**config.mk**
```make
export PLATFORM = sky130hd
export DESIGN_NAME = swdl_cell
export DESIGN_NICKNAME = d
export VERILOG_FILES = /design/src/rtl/core/swdl_pkg.sv /design/src/rtl/core/swdl_cell.sv
export SDC_FILE = /design/constraint.sdc
export NUM_CORES = 1
export LEC_CHECK = 0
export BUFFER_PORTS_ARGS = -buffer_cell sky130_fd_sc_hd__clkbuf_2
export CORE_MARGIN = 4
export CORE_UTILIZATION = 45
export DETAILED_ROUTE_END_ITERATION = 8
export PLACE_DENSITY = 0.91
export SYNTH_ARGS = -nofsm -noshare
export SYNTH_HDL_FRONTEND = slang
export SYNTH_SLANG_ARGS = --single-unit
```
**constraint.sdc**
```tcl
create_clock -name clk_i -period 1.3 [get_ports clk_i]
set_clock_uncertainty 0.15 [all_clocks]
set_input_delay 0.26 -clock clk_i [delete_from_list [all_inputs] [get_ports clk_i]]
set_output_delay 0.26 -clock clk_i [all_outputs]
set_load 0.01 [all_outputs]
```
**src/rtl/core/swdl_pkg.sv**
```systemverilog
package swdl_pkg;

  // Default geometry
  localparam int NUM_TAPS_DEF   = 64;
  localparam int CENTRE_TAP_DEF = 51;

  // Field widths
  localparam int SAMP_W  = 16;
  localparam int TAP_W   = 24;
  localparam int STEP_W  = 24;
  localparam int SLOPE_W = 16;
  localparam int LEAK_W  = 24;
  localparam int CONF_W  = 13;
  localparam int LVL_W   = 4;
  localparam int ERR_W   = 17;
  localparam int SCALE_W = 37;
  localparam int OPB_W   = LEAK_W + 2;
  localparam int PROD_W  = SCALE_W + OPB_W;
  localparam int CFG_IDX_W = 2;

  // Unit tap in Q7.16
  localparam logic signed [TAP_W-1:0] TAP_ONE = 24'sd65536;

  // Register indexes
  localparam logic [CFG_IDX_W-1:0] CFG_STEP  = 2'd0;
  localparam logic [CFG_IDX_W-1:0] CFG_SLOPE = 2'd1;
  localparam logic [CFG_IDX_W-1:0] CFG_LEAK  = 2'd2;

  typedef enum logic [1:0] {
    MODE_FIR,
    MODE_UPD,
    MODE_LEAK,
    MODE_ENERGY
  } pass_mode_e;

  typedef enum logic [3:0] {
    ST_IDLE,
    ST_FIR,
    ST_SLICE,
    ST_CONF,
    ST_MULA,
    ST_MULB,
    ST_MULC,
    ST_UPD,
    ST_LEAK,
    ST_ENERGY,
    ST_CHECK,
    ST_DONE
  } state_e;

  typedef struct packed {
    logic rotate;
    logic shift;
    logic unit;
  } cell_ctrl_t;

endpackage

```
**src/rtl/core/swdl_cell.sv**
```systemverilog
module swdl_cell import swdl_pkg::*; #(
  parameter logic signed [TAP_W-1:0] ResetTap = '0
) (
  input  logic                     clk_i,
  input  logic                     rst_ni,
  input  cell_ctrl_t               ctrl_i,
  input  logic signed [TAP_W-1:0]  tap_nb_i,
  input  logic signed [SAMP_W-1:0] samp_nb_i,
  output logic signed [TAP_W-1:0]  tap_o,
  output logic signed [SAMP_W-1:0] samp_o
);

  logic signed [TAP_W-1:0]  tap_q;
  logic signed [SAMP_W-1:0] samp_q;

  // Rotate the pair, shift the sample alone, or return the tap to its reset value
  always_ff @(posedge clk_i or negedge rst_ni) begin
    if (!rst_ni) begin
      tap_q  <= ResetTap;
      samp_q <= '0;
    end else if (ctrl_i.rotate) begin
      tap_q  <= tap_nb_i;
      samp_q <= samp_nb_i;
    end else if (ctrl_i.shift) begin
      samp_q <= samp_nb_i;
    end else if (ctrl_i.unit) begin
      tap_q  <= ResetTap;
    end
  end

  assign tap_o  = tap_q;
  assign samp_o = samp_q;

endmodule

```
# After elaboration in Yosys (flattened, before gate mapping)
# Index checks and enable logic that the tools add are counted.
[word_totals]
register_bits = 40
latchBits = 0
ramBits = 0
mem_bits_ro = 0
output_inout_bits = 40
mem_count = 0
[classes]
n_addsub = 0
n_mul = 0
n_div = 0
order_cmp = 0
n_eq_ne = 1
shifts = 0
mux = 5
bitwise_logic = 0
reduce_logical = 3
[op_table]
columns = ["cell", "n"]
rows = [
  ["2-to-1 mux 24 bit", 3],
  ["2-to-1 mux 16 bit", 2],
  ["nonzero test 2 bit", 2],
  ["inequality test 2 x 1 -> 1 bit (second input constant)", 1],
  ["AND reduction 2 bit", 1],
]

# Logic depth before layout (Yosys ltp)
[logic_depth]
ltp_word = 3
depth_mapped = 4
mapped_depth_nobuf = 2

# Worst setup path after synthesis
# OpenSTA, ideal clock, no wires.
[synth_path]
path_type = "input to register"
from = "input port ctrl_i[2] in the netlist's numbering"
to = "register samp_q[10], in the netlist samp_o[10]"
arrival_ps = 915
required_time_ps = 1025
slack_ps = 110
path_stages = 3
cell_sequence = "nor2_4 > buf_6 > mux2_4"
[synth_between]
elab_chain_len = 1
elab_cells_between_ends = 2
cone_classes = "1 x mux; 1 x reduce/logical"
[synth_lines]
columns = ["element", "line", "source"]
rows = [
  ["start, declared", "swdl_cell.sv:6", "input cell_ctrl_t ctrl_i,"],
  ["2-to-1 mux 16 bit or nonzero test 2 bit (tied branches)", "n/a", ""],
  ["end signal, assigned", "swdl_cell.sv:23", "samp_q <= samp_nb_i;"],
  ["end signal, assigned", "swdl_cell.sv:25", "samp_q <= samp_nb_i;"],
  ["end, declared", "swdl_cell.sv:14", "logic signed [SAMP_W-1:0] samp_q;"],
]
# Parallel ways exist; a longest one is shown, timed or not.
# A chain may end at the register's enable or synchronous reset.

# Final worst setup path
[layout_path]
from = "register samp_q[9], in the netlist samp_o[9]"
to = "output port samp_o[9]"
[layout_lines]
columns = ["element", "line", "source"]
rows = [
  ["end, declared", "swdl_cell.sv:10", "output logic signed [SAMP_W-1:0] samp_o"],
]
# No word-level cell between the ends.

==> flow_summary.toml <==
[outcome]
run_status = "completed"

[sta]
clock.fmax_mhz = 772
worst_slew_pin_slew_ns = 0.381
whs_ns = 0.00582
final-hold-violation-count = 0
finalWorstPathRequiredPeriod_ns = 1.30
fin_crit_sh_pct = 99.6
final_number_of_max_transition_violations = 0
setup_violations = 0
rsz0062_at_grt = "yes"
max-slew-margin-rel_pct = 74.6

[setup_path]
worst-endpoint-arrival_ns = 0.89
startpoint_type = "flop"
setup.worst_path.end_class = "output pin"
critical_path_peak_fanout = 2
worst_ep_required_time_ns = 0.89
setup.reg_to_reg.worst_slack_ns = 0.13
cp.buffers_inverters = 1
cpPeakStageDelay_ns = 0.41
family_of_cells_with_the_greatest_summed_delay_on_the_critical_path = "flip-flops"
worstPathCellList = "clkbuf_2"
crit_path_top_delay_cell = "dfrtp_1"
timing.setup.critical_path_class = "reg -> out"

[floorplan]
core-area_um2 = 3420
die-area_um2 = 4680
dieWidth_um = 68.4
die_h_um = 68.4
num_io_pins = 85
rows = 21
initial_standard_cell_utilization_of_the_core_pct = 48.0

[clock_network]
ctsHtreeMaxLevel = 2
cts_buffer_depth = 2
clock_latency_ns = 0.34
numCtsBuffers = 5
cts_tree = "yes"
numClockSinks = 40
buffer_cell_driving_the_clock_tree_root = "clkbuf_4"
clk_transition_reported_paths_ns = 0.11

[synth]
mappedNetlistNets = 183
syn_inst = 138
yosysTopAreaCellShare_pct = 61.0
synth.yosys.warnings = 0
unique_masters_post_synth = 12
post_syn_area_um2 = 1640
postSynthRegisterBits = 40
syn-mean-instance-area_um2 = 11.9
yosys-top-cells-area = "dfrtp_1 (61%), mux2_4 (9.2%), nand2b_1 (9.2%)"
yosysSeqAreaShare_pct = 61.0
synth_top_cell_by_area = "dfrtp_1"

[pwr]
power.density_cell_area_nw_per_um2 = 1000
leakagePower_nw = 1.36
vdd.ir_drop.worst_mv = 0.649

[drt]
routed-via-count = 1508
post_drt_wl_per_cell_um = 15.2
routed_wirelength_um = 4870
drt_iter0_markers = 69
ant_nets = 0
detail_route.vias_per_cell = 4.70
drtPass1Iterations = 4
drc = 0

[placed_design]
dp_hpwl_um = 2940
gp_congestion = 0.684
placement.io_buffers = 84
post_placement_cell_area_um2 = 2140

[final_layout]
finish.utilization_pct = 78.2
antenna_cells = 0
mostFrequentLayoutCell = "clkbuf_2"
synthToLayoutAreaGrowth_pct = 62.9
layout.cells.most_common_list = "clkbuf_2 (81), dfrtp_1 (40), dlygate4sd3_1 (33)"
post_route_standard_cell_area_excluding_fillers_um2 = 2670
fin_nets = 319
layout-drive-gt1-share_pct = 46.5

[global_route]
grt_pass1_wl_um = 6580
number_of_antenna_violations_at_the_first_check_in_global_routing = 0
gr-total-overflow = 0
grt_util_all_layers_pct = 19.9
first_global_vias = 1428
grt_max_degree = 49

[job]
drv.max_cap_violation_count = 0

[worst_hold_path]
holdCritPathClass = "in -> reg"
[final cells by class]
class / count / area [um2]
flip-flops and latches: 40 / 1000
clock buffers: 8 / 58.8
well taps: 46 / 57.6
repair buffers: 137 / 957
fillers: 213 / 743
multi-input cells: 90 / 598
[cell usage after synthesis]
| master | count |
|---|---|
| buf_2 | 5 |
| mux2_4 | 10 |
| o21ai_0 | 4 |
| nor2_4 | 1 |
| dfrtp_1 | 40 |
| mux2_2 | 6 |
| nand2b_1 | 24 |
| clkbuf_1 | 2 |
| o21ai_1 | 20 |
| buf_6 | 1 |
| nor2b_1 | 1 |
| nand2_1 | 24 |
[what timing repair did]
action | CTS | global route
pin swaps | 0 | 0
setup buffers | 6 | 10
hold buffers | 31 | 2
gates resized for setup | 0 | 6
endpoints found under the setup margin | 11 | 40
hold endpoints to repair | 70 | 2
[kinds of logic (layout without fill, tap and decap cells)]
kind of cell	Yosys count	in the layout	share of synthesized area (%)
AO/OA/AOI/OAI	24	24	7.32
buffers and inverters	8	145	2.67
flip-flops	40	40	61.0
multiplexers	16	16	13.3
AND/OR/NAND/NOR	50	50	15.7
[final timing paths]
check / start / end / cells after the start
min reg2reg: samp_o[1] / samp_o[1] / 1
min in group asynchronous: rst_ni / tap_o[17] / 3
max: samp_o[9] / samp_o[9] / 1
max reg2reg: samp_o[5] / samp_o[5] / 3
min: tap_nb_i[13] / tap_o[13] / 3
max in group asynchronous: rst_ni / tap_o[8] / 3
[registers in the layout, indices dropped and copies added (netlist names)]
| name | count |
|---|---|
| tap_o | 24 |
| samp_o | 16 |
[routing by layer]
metal	track usage (%)	wire (um)	up-vias	part of all wire (%)
met1	19.6	1790	703	37
met4	10.9	125	0	2.6
met2	37.9	2680	69	55
met3	4.43	274	13	5.6
met5	0	0	-	0
li1	-	-	723	-
[worst min-delay path: stages]
cell,delay (ns)
clkbuf_2,0.08
nand2_1,0.05
o21ai_1,0.07
[report_power, final]
part	internal (mW)	switching (mW)
combinational	0.356	0.273
sequential	1.35	0.0648
clock	0.267	0.362
total	1.97	0.700
[through the flow]
step                std cells  setup WS (ns)  TNS, ns  total power, mW
floorplan                 138          0.110        0             1.65
global placement          264         0.0331        0             1.88
detailed placement        264     0.00000544        0             1.91
CTS                       309        -0.0225  -0.0459             2.63
global route              321        -0.0386   -0.789             2.81
finish                    321        0.00461        0             2.67
(Power assumes the default switching activity.)
