File: src/rtl/core/swdl_pkg.sv
package swdl_pkg;

  // Default geometry
  localparam int NUM_TAPS_DEF   = 64;
  localparam int CENTRE_TAP_DEF = 51;

  // Field widths
  localparam int SAMP_W  = 16;
  localparam int TAP_W   = 24;
  localparam int STEP_W  = 24;
  localparam int SLOPE_W = 16;
  localparam int LEAK_W  = 24;
  localparam int CONF_W  = 13;
  localparam int LVL_W   = 4;
  localparam int ERR_W   = 17;
  localparam int SCALE_W = 37;
  localparam int OPB_W   = LEAK_W + 2;
  localparam int PROD_W  = SCALE_W + OPB_W;
  localparam int CFG_IDX_W = 2;

  // Unit tap in Q7.16
  localparam logic signed [TAP_W-1:0] TAP_ONE = 24'sd65536;

  // Register indexes
  localparam logic [CFG_IDX_W-1:0] CFG_STEP  = 2'd0;
  localparam logic [CFG_IDX_W-1:0] CFG_SLOPE = 2'd1;
  localparam logic [CFG_IDX_W-1:0] CFG_LEAK  = 2'd2;

  typedef enum logic [1:0] {
    MODE_FIR,
    MODE_UPD,
    MODE_LEAK,
    MODE_ENERGY
  } pass_mode_e;

  typedef enum logic [3:0] {
    ST_IDLE,
    ST_FIR,
    ST_SLICE,
    ST_CONF,
    ST_MULA,
    ST_MULB,
    ST_MULC,
    ST_UPD,
    ST_LEAK,
    ST_ENERGY,
    ST_CHECK,
    ST_DONE
  } state_e;

  typedef struct packed {
    logic rotate;
    logic shift;
    logic unit;
  } cell_ctrl_t;

endpackage

File: src/rtl/core/swdl_head.sv
module swdl_head import swdl_pkg::*; #(
  parameter int NumTaps = NUM_TAPS_DEF
) (
  input  logic                      clk_i,
  input  logic                      rst_ni,
  input  pass_mode_e                mode_i,
  input  logic                      step_i,
  input  logic                      vld_i,
  input  logic                      clr_i,
  input  logic signed [TAP_W-1:0]   tap_i,
  input  logic signed [SAMP_W-1:0]  samp_i,
  input  logic signed [SCALE_W-1:0] scale_i,
  input  logic [LEAK_W:0]           keep_i,
  output logic signed [TAP_W-1:0]   tap_o,
  output logic signed [SAMP_W-1:0]  samp_o,
  output logic signed [TAP_W+SAMP_W+$clog2(NumTaps)-1:0] acc_o,
  output logic [2*TAP_W+$clog2(NumTaps)-1:0]             energy_o
);

  localparam int FirPW = TAP_W + SAMP_W;
  localparam int AccW  = FirPW + $clog2(NumTaps);
  localparam int EnW   = 2*TAP_W + $clog2(NumTaps);
  localparam int RndW  = PROD_W - 24;
  localparam int SumW  = RndW + 2;
  localparam logic signed [SumW-1:0] SatHi = SumW'(2**(TAP_W-1) - 1);
  localparam logic signed [SumW-1:0] SatLo = -SumW'(2**(TAP_W-1));

  logic signed [SCALE_W-1:0] opa;
  logic signed [OPB_W-1:0]   opb;
  logic signed [PROD_W-1:0]  prod_d, s1_prod_q;
  logic signed [TAP_W-1:0]   s1_tap_q, s2_tap_q, s2_tap_d;
  logic signed [SAMP_W-1:0]  s1_samp_q, s2_samp_q;
  logic                      s1_vld_q;
  logic signed [AccW-1:0]    acc_q;
  logic [EnW-1:0]            energy_q;
  logic                      prod_neg;
  logic [PROD_W-1:0]         prod_mag;
  logic [RndW-1:0]           rnd;
  logic signed [SumW-1:0]    rnd_s, upd_sum;
  logic signed [SumW-1:0]    leak_val;

  // Pick multiplier operands for the running pass
  always_comb begin
    case (mode_i)
      MODE_UPD: opa = scale_i;
      default:  opa = SCALE_W'(tap_i);
    endcase
    case (mode_i)
      MODE_LEAK:   opb = OPB_W'($signed({1'b0, keep_i}));
      MODE_ENERGY: opb = OPB_W'(tap_i);
      default:     opb = OPB_W'(samp_i);
    endcase
  end

  assign prod_d = PROD_W'(opa * opb);

  // Product stage
  always_ff @(posedge clk_i or negedge rst_ni) begin
    if (!rst_ni) begin
      s1_vld_q <= 1'b0;
    end else if (step_i) begin
      s1_vld_q <= vld_i;
    end
  end

  always_ff @(posedge clk_i) begin
    if (step_i) begin
      s1_tap_q  <= tap_i;
      s1_samp_q <= samp_i;
      s1_prod_q <= prod_d;
    end
  end

  // Round the product half away from zero at bit 24
  assign prod_neg = s1_prod_q[PROD_W-1];
  assign prod_mag = prod_neg ? PROD_W'(-s1_prod_q) : PROD_W'(s1_prod_q);
  assign rnd      = RndW'((prod_mag + (PROD_W'(1) << 23)) >> 24);
  assign rnd_s    = SumW'($signed({1'b0, rnd}));
  assign upd_sum  = SumW'(s1_tap_q) + (prod_neg ? rnd_s : -rnd_s);
  assign leak_val = prod_neg ? -rnd_s : rnd_s;

  // Work out the tap that goes back into the ring
  always_comb begin
    case (mode_i)
      MODE_UPD: begin
        if (upd_sum > SatHi) s2_tap_d = TAP_W'(SatHi);
        else if (upd_sum < SatLo) s2_tap_d = TAP_W'(SatLo);
        else s2_tap_d = TAP_W'(upd_sum);
      end
      MODE_LEAK: s2_tap_d = TAP_W'(leak_val);
      default:   s2_tap_d = s1_tap_q;
    endcase
  end

  always_ff @(posedge clk_i) begin
    if (step_i) begin
      s2_tap_q  <= s2_tap_d;
      s2_samp_q <= s1_samp_q;
    end
  end

  // Accumulate filter sum and tap energy over real elements only
  always_ff @(posedge clk_i or negedge rst_ni) begin
    if (!rst_ni) begin
      acc_q    <= '0;
      energy_q <= '0;
    end else if (clr_i) begin
      acc_q    <= '0;
      energy_q <= '0;
    end else if (step_i && s1_vld_q) begin
      if (mode_i == MODE_FIR) begin
        acc_q <= acc_q + AccW'($signed(s1_prod_q[FirPW-1:0]));
      end
      if (mode_i == MODE_ENERGY) begin
        energy_q <= energy_q + EnW'(s1_prod_q[2*TAP_W-1:0]);
      end
    end
  end

  assign tap_o    = s2_tap_q;
  assign samp_o   = s2_samp_q;
  assign acc_o    = acc_q;
  assign energy_o = energy_q;

endmodule

File: config.mk
export PLATFORM = sky130hd
export DESIGN_NAME = swdl_head
export DESIGN_NICKNAME = d
export VERILOG_FILES = /design/src/rtl/core/swdl_pkg.sv /design/src/rtl/core/swdl_head.sv
export SDC_FILE = /design/constraint.sdc
export NUM_CORES = 2
export LEC_CHECK = 0
export BUFFER_PORTS_ARGS = -buffer_cell sky130_fd_sc_hd__buf_2
export CELL_PAD_IN_SITES_DETAIL_PLACEMENT = 0
export CELL_PAD_IN_SITES_GLOBAL_PLACEMENT = 1
export CORE_ASPECT_RATIO = 1.5
export CORE_UTILIZATION = 45
export CTS_CLUSTER_SIZE = 30
export DETAILED_ROUTE_END_ITERATION = 12
export PLACE_DENSITY = 0.8
export SLEW_MARGIN = 30
export SYNTH_ARGS = -nofsm -noshare
export SYNTH_HDL_FRONTEND = slang
export SYNTH_SLANG_ARGS = --single-unit
File: constraint.sdc
create_clock -name clk_i -period 9.9 [get_ports clk_i]
set_clock_uncertainty 0.15 [all_clocks]
set_input_delay 0 -clock clk_i [delete_from_list [all_inputs] [get_ports clk_i]]
set_output_delay 0 -clock clk_i [all_outputs]
set_load 0.02 [all_outputs]
# Word level (Yosys, flattened, before mapping)
# Index checks and enable logic that the tools add are counted.
dict set report totals {
  out_inout_bits 140
  in_bits 109
  word_cells 41
  ff_bits 244
}
dict set report classes {
  muxes 14
  n_eq_ne 3
  n_lt_le_gt_ge 2
  n_addsub 6
  n_mul 1
  reduce_logical 7
}
# cell n
set op_table {}
lappend op_table {{two-way mux 54 bit} 3}
lappend op_table {{two-way mux 46 bit} 3}
lappend op_table {{two-way mux 24 bit} 3}
lappend op_table {{adder 63 x 24 -> 63 bit, second input constant} 1}
lappend op_table {{multiplier 37 x 26 -> 63 bit} 1}
lappend op_table {{two-way mux 63 bit} 1}
lappend op_table {{negator 63 bit} 1}
lappend op_table {{adder 54 x 48 -> 54 bit} 1}
lappend op_table {{one-hot mux 26 bit (2 select lines)} 1}
lappend op_table {{one-hot mux 24 bit (2 select lines)} 1}
lappend op_table {{adder 46 x 40 -> 46 bit} 1}
lappend op_table {{adder 24 x 41 -> 41 bit} 1}
lappend op_table {{greater-than comparator 41 x 24 -> 1 bit, second input constant} 1}
lappend op_table {{less-than comparator 41 x 24 -> 1 bit, second input constant} 1}
lappend op_table {{two-way mux 41 bit} 1}
lappend op_table {{negator 39 -> 41 bit} 1}
lappend op_table {{two-way mux 37 bit} 1}
lappend op_table {{nonzero test 2 bit} 3}
lappend op_table {{== test 2 bit, second input constant} 2}
lappend op_table {{AND reduction 2 bit} 2}
lappend op_table {{== test 2 x 1 -> 1 bit, second input constant} 1}
lappend op_table {{logical NOT 2 bit} 1}
lappend op_table {{logical AND 1 bit} 1}

# Depth between registers and ports, before layout
dict set report logic_depth {
  ltp_word 10
  mapped_depth 45
  ltp_nobuf 35
}

# Worst setup path after synthesis
# OpenSTA, ideal clock, no wires.
dict set report synth_path {
  path_type {reg-to-reg}
  start {register s1_prod_q[62]}
  end {register s2_tap_q[4], in the netlist tap_o[4] (data pin)}
  t_arrival_ns 9.261
  t_required_ns 9.598
  period_less_slack_ns 9.563
  stages_incl_launch_ff 38
  setup_time_ns 0.152
  n_path_buf 12
  path_slack_ns 0.337
  cell_sequence {edfxtp_1 -> clkbuf_1 -> buf_1 -> clkbuf_1 -> clkbuf_1 -> buf_1 -> buf_1 -> clkbuf_1 -> clkbuf_1 -> buf_1 -> nand2_1 -> xnor2_1 -> ha_1 -> o31ai_1 -> nor4_2 -> nand2_1 -> xnor2_1 -> nor3b_1 -> (+2 left out) -> buf_2 -> o21ai_0 -> xnor2_1 -> ha_1 -> a21o_1 -> a21o_1 -> a21oi_1 -> nand2_1 -> o31ai_1 -> xor2_1 -> or4b_2 -> or4_1 -> nor4_1 -> and4b_1 -> buf_1 -> clkbuf_1 -> o2111ai_1 -> a31oi_1}
}
dict set report synth_between {
  elab_chain_cells 10
  word_cells_on_any_way 12
  classes_between {add/sub (4); order compare (2); mux (6)}
}
# item line
set synth_rtl {}
lappend synth_rtl {{start, declared} swdl_head.sv:30} ;# logic signed [PROD_W-1:0] prod_d, s1_prod_q;
lappend synth_rtl {{start signal, assigned} swdl_head.sv:70} ;# s1_prod_q <= prod_d;
lappend synth_rtl {{negator 63 bit} swdl_head.sv:76} ;# assign prod_mag = prod_neg ? PROD_W'(-s1_prod_q) : PROD_W'(s1_prod_q);
lappend synth_rtl {{two-way mux 63 bit} swdl_head.sv:76}
lappend synth_rtl {{adder 63 x 24 -> 63 bit} swdl_head.sv:77} ;# assign rnd = RndW'((prod_mag + (PROD_W'(1) << 23)) >> 24);
lappend synth_rtl {{negator 39 -> 41 bit} swdl_head.sv:80} ;# assign leak_val = prod_neg ? -rnd_s : rnd_s;
lappend synth_rtl {{two-way mux 41 bit} swdl_head.sv:79} ;# assign upd_sum = SumW'(s1_tap_q) + (prod_neg ? rnd_s : -rnd_s);
lappend synth_rtl {{adder 24 x 41 -> 41 bit} swdl_head.sv:79}
lappend synth_rtl {{less-than comparator 41 x 24 -> 1 bit} swdl_head.sv:87} ;# else if (upd_sum < SatLo) s2_tap_d = TAP_W'(SatLo);
lappend synth_rtl {{two-way mux 24 bit} swdl_head.sv:87}
lappend synth_rtl {{two-way mux 24 bit} swdl_head.sv:86} ;# if (upd_sum > SatHi) s2_tap_d = TAP_W'(SatHi);
lappend synth_rtl {{one-hot mux 24 bit (2 select lines) (*)} swdl_head.sv:84} ;# case (mode_i)
lappend synth_rtl {{named net s2_tap_d[4]} swdl_head.sv:31} ;# logic signed [TAP_W-1:0] s1_tap_q, s2_tap_q, s2_tap_d;
lappend synth_rtl {{end signal, assigned} swdl_head.sv:97} ;# s2_tap_q <= s2_tap_d;
lappend synth_rtl {{end, declared} swdl_head.sv:31}
# Mark *: on every way through the listed nets, which the timed path passes. The rest lies on a longest branch.
# A chain may end at the register's enable or synchronous reset.

# Final worst setup path
dict set report layout_path {
  start {register s1_prod_q[18]}
  end {register s2_tap_q[14], in the netlist tap_o[14] (data pin)}
}
dict set report layout_between {
  elab_chain_cells 10
  word_cells_on_any_way 12
  classes_between {add/sub (4); order compare (2); mux (6)}
}
# item line
set layout_rtl {}
lappend layout_rtl {{negator 63 bit} swdl_head.sv:76}
lappend layout_rtl {{two-way mux 63 bit (*)} swdl_head.sv:76}
lappend layout_rtl {{adder 63 x 24 -> 63 bit (*)} swdl_head.sv:77}
lappend layout_rtl {{negator 39 -> 41 bit} swdl_head.sv:80}
lappend layout_rtl {{two-way mux 41 bit} swdl_head.sv:79}
lappend layout_rtl {{adder 24 x 41 -> 41 bit} swdl_head.sv:79}
lappend layout_rtl {{less-than comparator 41 x 24 -> 1 bit} swdl_head.sv:87}
lappend layout_rtl {{two-way mux 24 bit} swdl_head.sv:87}
lappend layout_rtl {{two-way mux 24 bit} swdl_head.sv:86}
lappend layout_rtl {{one-hot mux 24 bit (2 select lines) (*)} swdl_head.sv:84}
lappend layout_rtl {{named net s2_tap_d[14]} swdl_head.sv:31}
# Marks and branches as above.

==> results by group <==
Yosys
  – Primary FF master, synth: edfxtp_1
  – Post-synth EDFFs: about 140
  – Post-synth top area share: 0.3769
  – Cell with the most instances after synthesis: nand2_1
  – Seq/Total Area, Yosys: 0.1314
  – Async set or reset register ratio after synthesis: 0.4139
  – Count of cell types in the netlist: just over 90
  – Largest cells by area after synthesis: fa_1 (38%), edfxtp_1 (8.3%), ha_1 (7.5%)
  – Synth top cells by count: nand2_1 (1008), fa_1 (977), inv_1 (939), nor2_1 (440), ha_1 (309)
  – Area leader, netlist: fa_1
  – Post-Synthesis Cells: ~5.9k
  – Post-Syn Area: around 0.052 sq mm
  – Syn avg cell area: approximately 8.9 sq um
  – Syn Nets: a little over 7k
  – Synthesis-stage register bit count: ~240
  – Yosys warning count: 0

Critical path
  – Worst path slowest cell: or4_1
  – Setup crit end: tap_o[14]$_DFFE_PP_
  – Reg-to-reg startpoint: s1_prod_q[18]$_DFFE_PP_
  – Worst R2R Path Depth: 30
  – Most used cell, CP: buf_4
  – Worst EP required: slightly above 10000 ps
  – CP arrival: a little under 10000 ps
  – Setup Crit Path Kind: reg2reg
  – Setup crit start: s1_prod_q[18]$_DFFE_PP_
  – Slowest Stage Delay on Critical Path: 790 ps
  – Crit. End Element: flop
  – Crit path launch type: flop
  – CP max FO: 12
  – Terminus of the critical flop-to-flop path: tap_o[14]$_DFFE_PP_
  – FF-to-FF setup slack: about 500 ps

Clock tree
  – Post-CTS Setup Inserts: 0
  – CTS H-Tree Depth: 1
  – Clk slew on worst S/H paths: ~60 ps
  – CTS sink cnt: 244
  – Num CTS Buffers: 29
  – Root Buffer: clkbuf_16
  – CTS tree: built
  – Clock insertion delay at the later pin of the skew report: ~640 ps
  – Max clock buf depth: 3

Floorplanning
  – Total core area: between 0.1 and 0.15 sq mm
  – Die area: ~0.12 sq mm
  – Die H: 417.9 microns
  – Initial Util: 0.4540
  – Die width: ~280 microns
  – Row cnt: around 150
  – # IOs: 249

STA
  – Maximum clock frequency: 106.4 MHz
  – Worst-Margin Slew: just under 1000 ps
  – Period Utilization, post-route: 0.9493
  – Final worst path period need: roughly 9400 ps
  – Final Max Tran Viols: 0
  – Final setup violation count: 0
  – Fin Setup TNS: 0 ps
  – Max transition margin: 0.3554
  – Final Hold Violating Endpoints: 0

Cells and area
  – Fin util: 0.5058
  – Layout Area Growth over Synthesis: 11.40%
  – Nets: around 7.6k
  – Share of post-route cells with drive strength above 1: 0.1015
  – Fill count: approximately 11k

Placed design
  – I/O Buffers: around 250
  – GP Congestion: around 0.97
  – Post-DP HPWL: 146800 microns

Global route
  – GRT Max-Usage Layer: met2
  – Met2 usage: 0.5295
  – Total GRT Usage: 0.3058
  – M1 GR Usage: 0.3566
  – Grt ovf: 0
  – Initial antenna violation count: 13
  – M3 GR Usage: 0.04730
  – Global-route wire length before repair: between 200000 and 300000 microns
  – Largest net degree at the start of global routing: 80
  – Vias in the first global route: around 46k

Drt
  – Routed vias: 43.42k
  – Antenna Nets Post-Route: 0
  – Vias per cell: ~5.6
  – First-pass detailed-route iteration total: 6
  – Final wirelength: between 150000 and 200000 microns
  – Avg WL per Cell: roughly 23 microns
  – Initial DRC Count: a little over 3k
  – Drt drc: 0

Worst hold path
  – Hold path cells: 2
  – Worst Hold Class: in2reg

Flow run
  – Number of max-cap violations: 0

Run status
  – Outcome: complete, no violations
cells in the final DEF, fill, tap and decap left out, types with 16 or more instances in the layout:
cell / instances
buf_12: 16
dlygate4sd3_1: 59
nand3_1: 58
fa_1: 976
ha_1: 306
a31oi_1: 58
and3_1: 46
o211ai_1: 35
buf_4: 219
nor3_1: 46
inv_1: 938
buf_2: 246
a21oi_1: 272
mux2i_1: 28
nor2_1: 439
clkbuf_16: 29
a22o_1: 17
o21a_1: 28
a211oi_1: 29
nor2b_1: 29
a21o_1: 104
nand2_1: 1008
or3_1: 34
dfrtp_1: 101
o21ai_0: 171
o21bai_1: 21
xor2_1: 92
edfxtp_1: 143
nand2b_1: 56
o31ai_1: 20
and2_1: 39
or2_2: 21
xnor2_1: 207
nand4_1: 24
nor4_1: 23
mux2_2: 23
kinds of logic (layout without fill, tap and decap cells):
family,count (synthesis),count (layout),share of synthesized area
flops,244,244,0.1314
mux,56,56,0.01138
compound gates,871,871,0.1064
xor+xnor,301,301,0.05143
buf+inv,1200,1537,0.08718
simple gates,1903,1903,0.1608
other cells,0,6,0
fa+ha+maj,1286,1286,0.4514
flip-flops by register name, summed over array words and instances, names as in the netlist:
name,flops
tap_o,24
acc_o,46
energy_o,54
s1_vld_q,1
samp_o,16
s1_samp_q,16
s1_prod_q,63
s1_tap_q,24
repair_timing:
action | CTS | global route
resized for setup | 0 | 5
setup endpoints to repair | 0 | 21
endpoints found under the hold margin | 201 | 0
hold buffers | 60 | 0
worst max-delay path: cells and delay by family (launching register included):
kind	cells	cell delay (ps)
XOR/XNOR	2	330
adder cells (fa/ha/maj)	1	320
flip-flops	1	510
buffers and inverters	4	750
AO/OA/AOI/OAI	10	2210
AND/OR/NAND/NOR	13	4840
worst min-delay path by stage:
| stage | endpoint | from |
|---|---|---|
| floorplan | acc_o[0]$_DFFE_PN0P_ | rst_ni |
| global placement | acc_o[14]$_DFFE_PN0P_ | rst_ni |
| global route | s1_samp_q[1]$_DFFE_PP_ | samp_i[1] |
| finish | s1_samp_q[0]$_DFFE_PP_ | samp_i[0] |
| detailed placement | acc_o[14]$_DFFE_PN0P_ | rst_ni |
| CTS | s1_tap_q[3]$_DFFE_PP_ | tap_i[3] |
final cells by class:
cell class | count | area (sq um) | area share
Antenna cell | 6 | 15.01 | 0.0002597
Clock buffer | 33 | 740.7 | 0.01281
Clock inverter | 21 | 202.7 | 0.003506
Inverter | 940 | 3528 | 0.06103
Multi-Input combinational cell | 4417 | 40740 | 0.7047
Sequential cell | 244 | 6822 | 0.1180
Tap cell | 1540 | 1927 | 0.03333
Timing Repair Buffer | 543 | 3836 | 0.06636
per-layer routing:
metal,wire [microns],part of all wire
met4,12110,0.069
met5,85,0.00048
met2,86920,0.49
met3,12540,0.071
met1,64890,0.37
through the flow:
step,worst slack [ps],instances,hold WS [ps],area (sq um)
2_1_floorplan,337.4,5861,-445.6,51890
3_3_place_gp,116.7,7624,-67.72,56190
3_5_place_dp,70.13,7624,-61.55,56210
4_1_cts,475.3,7738,9.831,57770
5_1_grt,-0.6022,7739,46.65,57800
6_report,501.6,7744,51.33,57810
Power is left out: the tool's default activity adds up to more than one toggle a clock period on the data nets, which glitch-free logic cannot reach.
